$ cat src/rtl/ssmp_pkg.sv
// ----------------------------------------------------------------------------
// ssmp_pkg
// Shared types, constants and curve tables of the servo motion profiler.
// ----------------------------------------------------------------------------
package ssmp_pkg;

	localparam int DEF_CHANNELS     = 16;
	localparam int DEF_CURVE_POINTS = 100;
	localparam int TBL_LEN          = 100;
	localparam int PERIOD_MAX       = 1023;

	// input op codes
	localparam logic [2:0] OP_TICK   = 3'd0;
	localparam logic [2:0] OP_TARGET = 3'd1;
	localparam logic [2:0] OP_ENABLE = 3'd2;
	localparam logic [2:0] OP_DIS    = 3'd3;
	localparam logic [2:0] OP_CURVE  = 3'd4;
	localparam logic [2:0] OP_QUERY  = 3'd5;

	// curve kinds
	localparam logic [1:0] CK_SCURVE = 2'd0;
	localparam logic [1:0] CK_LINEAR = 2'd1;
	localparam logic [1:0] CK_STEP   = 2'd2;

	// per-channel motion states
	localparam logic [3:0] M_RESET           = 4'd0;
	localparam logic [3:0] M_ENABLED         = 4'd1;
	localparam logic [3:0] M_STOPPED         = 4'd2;
	localparam logic [3:0] M_STOP_PEND       = 4'd3;
	localparam logic [3:0] M_STOP_PEND_DIS   = 4'd4;
	localparam logic [3:0] M_MOVING          = 4'd5;
	localparam logic [3:0] M_MOVING_DIS      = 4'd6;
	localparam logic [3:0] M_MOVING_PEND     = 4'd7;
	localparam logic [3:0] M_MOVING_PEND_DIS = 4'd8;
	localparam logic [3:0] M_DISABLED        = 4'd9;

	typedef logic signed [12:0] pos_t;

	typedef struct packed {
		logic        start;
		logic        half;     // 16-bit dividend, 16 steps
		logic [31:0] dividend;
		logic [9:0]  divisor;
	} div_req_t;

	typedef struct packed {
		logic        done;
		logic [31:0] quotient;
	} div_rsp_t;

	localparam logic [8:0] TBL_S [TBL_LEN] = '{
		9'd0,9'd0,9'd0,9'd0,9'd0,9'd0,9'd0,9'd1,9'd1,9'd1,9'd2,9'd2,9'd3,9'd4,9'd4,
		9'd5,9'd7,9'd8,9'd9,9'd11,9'd12,9'd14,9'd16,9'd18,9'd21,9'd23,9'd26,9'd29,
		9'd32,9'd35,9'd38,9'd41,9'd45,9'd49,9'd53,9'd57,9'd61,9'd65,9'd69,9'd74,
		9'd78,9'd83,9'd88,9'd93,9'd98,9'd103,9'd108,9'd113,9'd118,9'd123,9'd128,
		9'd133,9'd138,9'd143,9'd148,9'd153,9'd158,9'd163,9'd168,9'd173,9'd178,
		9'd182,9'd187,9'd191,9'd195,9'd199,9'd203,9'd207,9'd211,9'd215,9'd218,
		9'd221,9'd224,9'd227,9'd230,9'd233,9'd235,9'd238,9'd240,9'd242,9'd244,
		9'd245,9'd247,9'd248,9'd249,9'd251,9'd252,9'd252,9'd253,9'd254,9'd254,
		9'd255,9'd255,9'd255,9'd256,9'd256,9'd256,9'd256,9'd256,9'd256};

	localparam logic [8:0] TBL_LIN [TBL_LEN] = '{
		9'd0,9'd2,9'd5,9'd7,9'd10,9'd12,9'd15,9'd18,9'd20,9'd23,9'd25,9'd28,9'd31,
		9'd33,9'd36,9'd38,9'd41,9'd43,9'd46,9'd49,9'd51,9'd54,9'd56,9'd59,9'd62,
		9'd64,9'd67,9'd69,9'd72,9'd74,9'd77,9'd80,9'd82,9'd85,9'd87,9'd90,9'd93,
		9'd95,9'd98,9'd100,9'd103,9'd106,9'd108,9'd111,9'd113,9'd116,9'd118,9'd121,
		9'd124,9'd126,9'd129,9'd131,9'd134,9'd137,9'd139,9'd142,9'd144,9'd147,
		9'd149,9'd152,9'd155,9'd157,9'd160,9'd162,9'd165,9'd168,9'd170,9'd173,
		9'd175,9'd178,9'd181,9'd183,9'd186,9'd188,9'd191,9'd193,9'd196,9'd199,
		9'd201,9'd204,9'd206,9'd209,9'd212,9'd214,9'd217,9'd219,9'd222,9'd224,
		9'd227,9'd230,9'd232,9'd235,9'd237,9'd240,9'd243,9'd245,9'd248,9'd250,
		9'd253,9'd256};

	function automatic logic [8:0] curve_at(logic [1:0] sel, logic [6:0] t);
		logic [8:0] v;
		if (sel == CK_STEP)
			v = 9'd256;
		else if (sel == CK_SCURVE)
			v = TBL_S[t];
		else
			v = TBL_LIN[t];
		return v;
	endfunction

endpackage

$ cat src/rtl/ssmp_div.sv
// ----------------------------------------------------------------------------
// ssmp_div
// Restoring divider, one quotient bit a cycle, 32 or 16 steps.
// ----------------------------------------------------------------------------
module ssmp_div (
	input  logic              clk,
	input  logic              arst_n,
	input  ssmp_pkg::div_req_t req,
	output ssmp_pkg::div_rsp_t rsp
);
	import ssmp_pkg::*;

	logic        busy_q, done_q;
	logic [5:0]  cnt_q;
	logic [9:0]  rem_q, dsr_q;
	logic [31:0] quo_q;
	logic [10:0] rem_sh;
	logic        ge;

	assign rem_sh = {rem_q, quo_q[31]};
	assign ge     = rem_sh >= {1'b0, dsr_q};

	always_ff @(posedge clk or negedge arst_n) begin
		if (!arst_n) begin
			busy_q <= 1'b0;
			done_q <= 1'b0;
			cnt_q  <= '0;
		end else if (req.start) begin
			busy_q <= 1'b1;
			done_q <= 1'b0;
			cnt_q  <= req.half ? 6'd16 : 6'd32;
		end else if (busy_q) begin
			cnt_q <= cnt_q - 6'd1;
			if (cnt_q == 6'd1) begin
				busy_q <= 1'b0;
				done_q <= 1'b1;
			end
		end else begin
			done_q <= 1'b0;
		end
	end

	always_ff @(posedge clk) begin
		if (req.start) begin
			rem_q <= '0;
			dsr_q <= req.divisor;
			quo_q <= req.half ? {req.dividend[15:0], 16'd0} : req.dividend;
		end else if (busy_q) begin
			rem_q <= ge ? 10'(rem_sh - {1'b0, dsr_q}) : rem_sh[9:0];
			quo_q <= {quo_q[30:0], ge};
		end
	end

	assign rsp.done     = done_q;
	assign rsp.quotient = quo_q;
endmodule

$ cat config.mk
export PLATFORM = sky130hd
export DESIGN_NAME = ssmp_div
export DESIGN_NICKNAME = d
export VERILOG_FILES = /design/src/rtl/ssmp_pkg.sv /design/src/rtl/ssmp_div.sv
export SDC_FILE = /design/constraint.sdc
export NUM_CORES = 1
export LEC_CHECK = 0
export CORE_MARGIN = 2
export CORE_UTILIZATION = 40
export DETAILED_ROUTE_END_ITERATION = 10
export DONT_BUFFER_PORTS = 1
export MAX_ROUTING_LAYER = met4
export PLACE_DENSITY = 0.55
export SETUP_SLACK_MARGIN = 0.05
export SLEW_MARGIN = 20
export SYNTH_ARGS = -nofsm -noshare
export SYNTH_HDL_FRONTEND = slang
export SYNTH_SLANG_ARGS = --single-unit
$ cat constraint.sdc
create_clock -name clk -period 3.7 [get_ports clk]
set_input_delay 0.185 -clock clk [delete_from_list [all_inputs] [get_ports clk]]
set_output_delay 0.185 -clock clk [all_outputs]
set_load 0.02 [all_outputs]
Word-level counts from Yosys, hierarchy flattened:

Index checks and enable logic that the tools add are counted.

* $add $sub $neg: 2
* order comparisons: 1
* eq/ne operators: 2
* mux-type cells: 13
* reduce and logical (&&, ||, !) cells: 1

Operator list (count)
* 32-bit two-way mux: 3
* 6-bit two-way mux: 3
* 11-bit by 10-bit greater-or-equal comparator with 1-bit output: 1
* 10-bit two-way mux: 1
* 10-bit subtractor: 1
* 6-bit by 1-bit == test with 1-bit output, second input constant: 1
* 1-bit two-way mux: 6
* 6-bit by 1-bit subtractor with 6-bit output, second input constant: 1
* 3-bit by 2-bit inequality test with 1-bit output, second input constant: 1
* 2-bit nonzero test: 1

* register bits: 60
* input bits: 46
* output and inout port bits: 33
* word-level logic and storage cells: 25

Longest topological paths before layout:

Gate-level depths: netlist of the first run.

* depth in word-level cells: 4
* depth in mapped cells: 9
* gate-level depth less buffers: 9

Worst setup path after synthesis of the first run:

Ideal clock, no wire load.

* kind: register to register
* start point: reg quo_q[31]
* end point: reg rem_q[8]
* data arrival time: 2.069 ns
* setup slack: 1.514 ns
* cell stages (with the launch flop): 10
* buffers on the path: 0
* period minus slack after synthesis: 2.186 ns
* cells stage by stage: edfxtp_1 > inv_1 > ha_1 > inv_1 > fa_1 > a211oi_1 > o211ai_1 > a31oi_1 > o22ai_1 > a32o_1

* word-level cells in the longest chain between the ends: 2
* elaborated cells between the ends (all ways): 3
* classes of those cells: 1 x add/sub; 1 x order compare; 1 x mux

RTL lines
* start, declared: line ssmp_div.sv:16 `logic [31:0] quo_q;`
* start signal, assigned: line ssmp_div.sv:47 `quo_q <= req.half ? {req.dividend[15:0], 16'd0} : req.dividend;`
* start signal, assigned: line ssmp_div.sv:50 `quo_q <= {quo_q[30:0], ge};`
* 10-bit subtractor / 11-bit by 10-bit greater-or-equal comparator with 1-bit output (equally long branches): line ssmp_div.sv:49, ssmp_div.sv:21
* 10-bit two-way mux *: line ssmp_div.sv:49 `rem_q <= ge ? 10'(rem_sh - {1'b0, dsr_q}) : rem_sh[9:0];`
* end signal, assigned: line ssmp_div.sv:49
* end, declared: line ssmp_div.sv:15 `logic [9:0] rem_q, dsr_q;`

Mark *: on every way between the ends. The rest lies on a longest branch, timed or not.
A chain may end at the register's enable or synchronous reset.

Worst setup path after layout of the first run:

* start point: reg quo_q[31]
* end point: reg quo_q[0], data pin

* word-level cells in the longest chain between the ends: 3

RTL lines
* 11-bit by 10-bit greater-or-equal comparator with 1-bit output: line ssmp_div.sv:21 `assign ge = rem_sh >= {1'b0, dsr_q};`
* 32-bit two-way mux: line ssmp_div.sv:48 `end else if (busy_q) begin`
* 32-bit two-way mux: line ssmp_div.sv:44 `if (req.start) begin`

No other way between the ends. The select of a mux whose other input is x is not followed.

==> flow_metrics.py, run 1 <==
metrics = {
    "cts": {
        "cts_max_path_buffers": 2,
        "cts_tree": "done",
        "clkSinkCount": 60,
        "post_cts_resized": 0,
        "postCtsHoldBufs": 12,
        "cts_buffers": 9,
        "post-cts-setup-buffer-count": 0,
        "htree_levels": 3,
        "clock_latency_ns": 0.33,
        "root_buffer": "clkbuf_8",
        "clk_pin_slew_ns": 0.08,
    },
    "synthesis": {
        "synth_seq_cells": 60,
        "async_flop_share_pct": 13.33,
        "synth_nets": 345,
        "synth_ff_type": "edfxtp_1",
        "ys_types": 51,
        "synth_edf_count": 42,
        "synth_area_um2": 3196,
        "ys_seq_area_share_pct": 52.00,
        "yosys_warnings": 0,
        "avgSynthCellArea_um2": 11.17,
        "syn_inst": 286,
    },
    "drt": {
        "first_pass_iters": 4,
        "vias": 2274,
        "drc": 0,
        "wl_per_cell_um": 17.77,
        "drt_iter0_drc": 215,
        "routed_wl_um": 7161,
        "drtAntennaViolNets": 0,
        "drt-vias-per-instance": 5.643,
    },
    "worst_setup_path": {
        "critPathKind": "reg -> reg",
        "worstSetupEndpointType": "flip-flop",
        "r2r_start": "quo_q[31]",
        "cp_max_fo": 13,
        "startpoint": "quo_q[31]",
        "start_kind": "flip-flop",
        "cp.arrival_ns": 2.81,
        "cp.required_ns": 3.91,
    },
    "grt": {
        "grt_pass1_vias": 2309,
        "grt_usage_pct": 17.89,
        "grt_antenna_before_repair": 0,
        "grt_pass1_wl_um": 11610,
        "grt_overflow": 0,
        "grt_max_degree": 38,
    },
    "sta": {
        "slew_headroom_pct": 48.98,
        "setup_viol": 0,
        "hold_viol_final": 0,
        "skew_ns": 0.006300,
        "tightest_slew_ns": 0.7629,
        "min_period_over_period_pct": 70.32,
        "final-max-slew-violation-count": 0,
        "tns_ns": 0,
        "fmax_mhz": 384.4,
        "whs_ns": 0.04483,
        "fin_crit_ns": 2.602,
        "rsz0062_at_grt": "no",
    },
    "die": {
        "core_area_um2": 7727,
        "initial_core_util_pct": 41.35,
        "die_x_um": 93.38,
        "rows": 32,
        "dieArea_um2": 8720,
        "die_h_um": 93.38,
        "io_pins": 79,
    },
    "run": {
        "maxCapViolations": 0,
    },
    "final_layout": {
        "antennaDiodeCount": 0,
        "drive_gt1_share_pct": 9.967,
        "fillers": 713,
        "syn_to_final_growth_pct": 12.65,
        "nets": 355,
    },
    "worst_hold_path": {
        "hp-class": "in -> reg",
        "min_from": "req[15]",
    },
    "status": {
        "status": "complete, no violations",
    },
    "placed_design": {
        "routabilityCongestion": 0.8902,
        "io_buffer_count": 0,
        "dp_hpwl_um": 4925,
    },
    "power_and_ir_drop": {
        "finalPower_mw": 2.451,
        "p_leak_nw": 1.431,
        "power_per_cell_area_nw_per_um2": 680.9,
        "vdd_drop_max_mv": 0.3215,
    },
}
## power breakdown
group          leakage (nW)  switching (mW)  internal (mW)
combinational         0.703           0.408          0.319
clock                 0.102           0.275          0.379
sequential            0.626           0.194          0.876
total                  1.43           0.877           1.57
## worst paths after layout
| path | end | slack, ns | depth (start not counted) |
|---|---|---|---|
| setup / recovery | quo_q[0] | 1.10 | 7 |
| hold / removal | quo_q[5] | 0.04 | 1 |
| setup reg to reg | quo_q[0] | 1.10 | 7 |
| hold reg to reg | rem_q[7] | 0.51 | 2 |
| max in group asynchronous | busy_q | 3.23 | 1 |
| min in group asynchronous | cnt_q[2] | 0.19 | 1 |
## per-layer routing
metal | vias to the layer above | track usage (%) | routed length, µm
met1 | 1087 | 23.99 | 3381
met2 | 81 | 25.24 | 3193
li1 | 1095 | - | -
met5 | - | - | 0
met4 | 0 | 5.515 | 85
met3 | 11 | 6.688 | 501
## sequential cells by signal, summed over array words and instances (netlist names)
name,count
rem_q,10
quo_q,32
cnt_q,6
done_q,1
dsr_q,10
busy_q,1
## cell type report
cell class / instances / area (µm²) / share of cell area, %
flip-flops and latches: 60 / 1662 / 46.16
repair buffers: 16 / 150.1 / 4.171
multi-input cells: 189 / 1369 / 38.03
clock inverters: 6 / 88.84 / 2.468
well taps: 102 / 127.6 / 3.545
inverters: 20 / 75.07 / 2.086
clock buffers: 10 / 127.6 / 3.545
## critical path, stage by stage, from the launching register on
cell and delay (ns):
edfxtp_1 0.50, inv_1 0.08, ha_1 0.24, nor2b_2 0.13
o2111ai_2 0.15, a2111oi_4 0.76, or2_1 0.45, a22o_1 0.18
## cells by family after synthesis
kind of cell	after synthesis	synth area share, %
XOR/XNOR	9	2.467
buffers and inverters	37	5.168
adder cells (fa/ha/maj)	13	5.325
AO/OA/AOI/OAI	78	18.72
AND/OR/NAND/NOR	73	11.32
flip-flops	60	52.00
multiplexers	16	5.012
## cells in the final DEF (no fill, tap or decap), types with 2 or more instances in the layout
master / netlist / routed
o41ai_1: 2 / 2
o21ai_0: 10 / 10
ha_1: 12 / 12
xor2_1: 2 / 2
a31oi_1: 2 / 2
nor3_1: 4 / 4
nand4_1: 2 / 2
nand3_1: 3 / 3
mux2i_1: 16 / 16
dfxtp_1: 10 / 10
a21o_1: 2 / 2
inv_1: 18 / 18
o211ai_1: 3 / 3
nor2_1: 31 / 31
clkinvlp_4: 0 / 2
nand3b_1: 3 / 3
nor4_1: 8 / 8
xnor2_1: 7 / 7
edfxtp_1: 42 / 42
o22ai_1: 2 / 2
a22o_1: 16 / 16
dlygate4sd3_1: 0 / 12
clkinv_1: 2 / 2
dfrtp_1: 8 / 8
nand2_1: 10 / 10
a211oi_1: 3 / 3
or3_1: 2 / 2
a311oi_2: 5 / 5
a21oi_1: 24 / 24
bufinv_16: 0 / 2
clkbuf_8: 0 / 9
buf_4: 1 / 4
## through the flow
step	cell area, µm²	setup slack, ns	instances	utilization, %
finish	3600	1.098	403	46.58
global route	3600	0.8816	403	46.58
CTS	3600	1.086	403	46.58
detailed placement	3263	1.082	375	42.23
global placement	3263	1.119	375	42.23
floorplan	3196	1.514	286	-
## cell usage after synthesis (3+ instances only)
master    instances  area, µm²
o21ai_0          10      50.05
nand3b_1          3      22.52
nor4_1            8      50.05
xnor2_1           7      61.31
a311oi_2          5      75.07
ha_1             12      150.1
inv_1            18      67.56
a21oi_1          24      120.1
edfxtp_1         42       1261
a211oi_1          3      22.52
nand2_1          10      37.54
o211ai_1          3      22.52
mux2i_1          16      160.2
nor2_1           31      116.4
buf_2             6      30.03
dfrtp_1           8      200.2
nor3_1            4      20.02
a22o_1           16      140.1
dfxtp_1          10      200.2
nand3_1           3      15.01
clkbuf_1          8      30.03
Note: power is estimated with default switching activity, not from simulation.
==> run 2, diff against run 1 <==
clock period = 2.6 ns   (was 3.7 ns; I/O delays follow)
==> flow_metrics.py, run 2 (synthesized netlist as in run 1, its figures left out) <==
metrics = {
    "cts": {
        "root_buffer": "clkbuf_8",
        "cts_max_path_buffers": 2,
        "clkSinkCount": 60,
        "post-cts-setup-buffer-count": 0,
        "cts_buffers": 9,
        "postCtsHoldBufs": 26,
        "htree_levels": 3,
        "clk_pin_slew_ns": 0.06,
        "cts_tree": "done",
        "clock_latency_ns": 0.34,
        "post_cts_resized": 0,
    },
    "final_layout": {
        "antennaDiodeCount": 0,
        "regMostFlops": "quo_q",
        "final_common_cell": "edfxtp_1",
        "syn_to_final_growth_pct": 17.50,
        "final_cell_mix": "edfxtp_1, nor2_1, dlygate4sd3_1, a21oi_1, inv_1",
        "top_regs": "quo_q x32, dsr_q x10, rem_q x10",
        "drive_gt1_share_pct": 10.97,
        "layout.cells.non_filler": 421,
        "nets": 373,
        "largest_reg_flops": 32,
        "fillers": 719,
    },
    "sta": {
        "whs_ns": 0.01305,
        "tns_ns": 0,
        "slew_headroom_pct": 68.92,
        "setup_ws_ns": 0.2338,
        "hold_viol_final": 0,
        "fin_crit_ns": 2.366,
        "final-max-slew-violation-count": 0,
        "tightest_slew_ns": 0.4662,
        "min_period_over_period_pct": 91.01,
        "setup_viol": 0,
        "fmax_mhz": 422.6,
        "rsz0062_at_grt": "no",
        "skew_ns": 0.008251,
    },
    "power_and_ir_drop": {
        "p_leak_nw": 1.505,
        "power_per_cell_area_nw_per_um2": 915.8,
        "vdd_drop_max_mv": 0.4574,
    },
    "die": {
        "core_area_um2": 7727,
        "initial_core_util_pct": 41.35,
        "die_x_um": 93.38,
        "dieArea_um2": 8720,
        "rows": 32,
        "die_h_um": 93.38,
        "io_pins": 79,
    },
    "placed_design": {
        "placedCellCount": 379,
        "io_buffer_count": 0,
        "post-place-ws_ns": 0.3138,
        "routabilityCongestion": 0.9032,
        "dp_hpwl_um": 5014,
    },
    "worst_setup_path": {
        "crit_path_top_delay_cell": "fa_1",
        "cp.arrival_ns": 2.60,
        "critPathKind": "reg -> reg",
        "cp_common_cell": "inv_1",
        "worstSetupEndpointType": "flip-flop",
        "path_buf_inv": 2,
        "cp.required_ns": 2.83,
        "path_cells": "inv_1 -> ha_1 -> inv_1 -> fa_1 -> a211oi_1 -> o211ai_1 -> a31oi_1 -> o22ai_1 -> a32o_1",
        "cpLargestDelayFamily": "compound AO/OA/AOI/OAI gates",
        "max_stage_delay_ns": 0.43,
        "cp_max_fo": 3,
        "start_kind": "flip-flop",
    },
    "drt": {
        "drt-vias-per-instance": 5.570,
        "routed_wl_um": 7659,
        "wl_per_cell_um": 18.19,
        "drt_iter0_drc": 132,
        "first_pass_iters": 4,
        "drtAntennaViolNets": 0,
        "drc": 0,
        "vias": 2345,
    },
    "grt": {
        "grt_pass1_wl_um": 12360,
        "grt_max_degree": 32,
        "grt_pass1_vias": 2496,
        "grt_usage_pct": 19.18,
        "grt_antenna_before_repair": 0,
        "grt_overflow": 0,
    },
    "worst_hold_path": {
        "hp-class": "in -> reg",
    },
    "status": {
        "status": "complete, no violations",
    },
    "run": {
        "maxCapViolations": 0,
    },
}
[run 2: changes by cell type in the layout (fill, tap and decap cells not counted), sizes merged]
| cell | before | now |
|---|---|---|
| bufinv | 2 | 1 |
| inv | 18 | 19 |
| dlygate4sd3 | 12 | 25 |
| buf | 4 | 9 |
[run 2: worst paths after layout]
path | endpoint | startpoint | slack, ns | cells past startpoint
hold / removal | quo_q[0] | req[10] | 0.01 | 1
max in group asynchronous | cnt_q[5] | arst_n | 2.21 | 1
hold reg to reg | rem_q[7] | rem_q[7] | 0.51 | 2
setup reg to reg | rem_q[8] | quo_q[31] | 0.23 | 9
setup / recovery | rem_q[8] | quo_q[31] | 0.23 | 9
min in group asynchronous | cnt_q[3] | arst_n | 0.13 | 1
[run 2: through the flow]
stage          total power [mW]  cell area (µm²)  util [%]
3_5_place_dp              2.566             3293     42.62
3_3_place_gp              2.572             3293     42.62
2_1_floorplan             2.358             3196         -
6_report                  3.439             3755     48.59
4_1_cts                   3.461             3755     48.59
5_1_grt                   3.644             3755     48.59
[run 2: where the power goes]
part | leakage [nW] | switching, mW | internal, mW | total (mW)
Clock | 0.0927 | 0.386 | 0.442 | 0.829
Sequential | 0.626 | 0.271 | 1.25 | 1.52
Combinational | 0.786 | 0.604 | 0.488 | 1.09
Total | 1.50 | 1.26 | 2.18 | 3.44
[run 2: layout make-up]
type	count	area (µm²)	area share, %
Tap cell	102	127.6	3.399
Sequential cell	60	1662	44.25
Timing Repair Buffer	34	330.3	8.797
Clock buffer	10	127.6	3.399
Inverter	20	75.07	1.999
Clock inverter	6	63.81	1.699
Multi-Input combinational cell	189	1369	36.45
[run 2: routing by layer]
| layer | vias to the layer above | global-route usage, % | share of wire (%) |
|---|---|---|---|
| met4 | 0 | 6.618 | 1.5 |
| met3 | 9 | 5.238 | 6.2 |
| met5 | - | - | 0 |
| met2 | 75 | 29.80 | 48 |
| li1 | 1127 | - | - |
| met1 | 1134 | 24.31 | 44 |
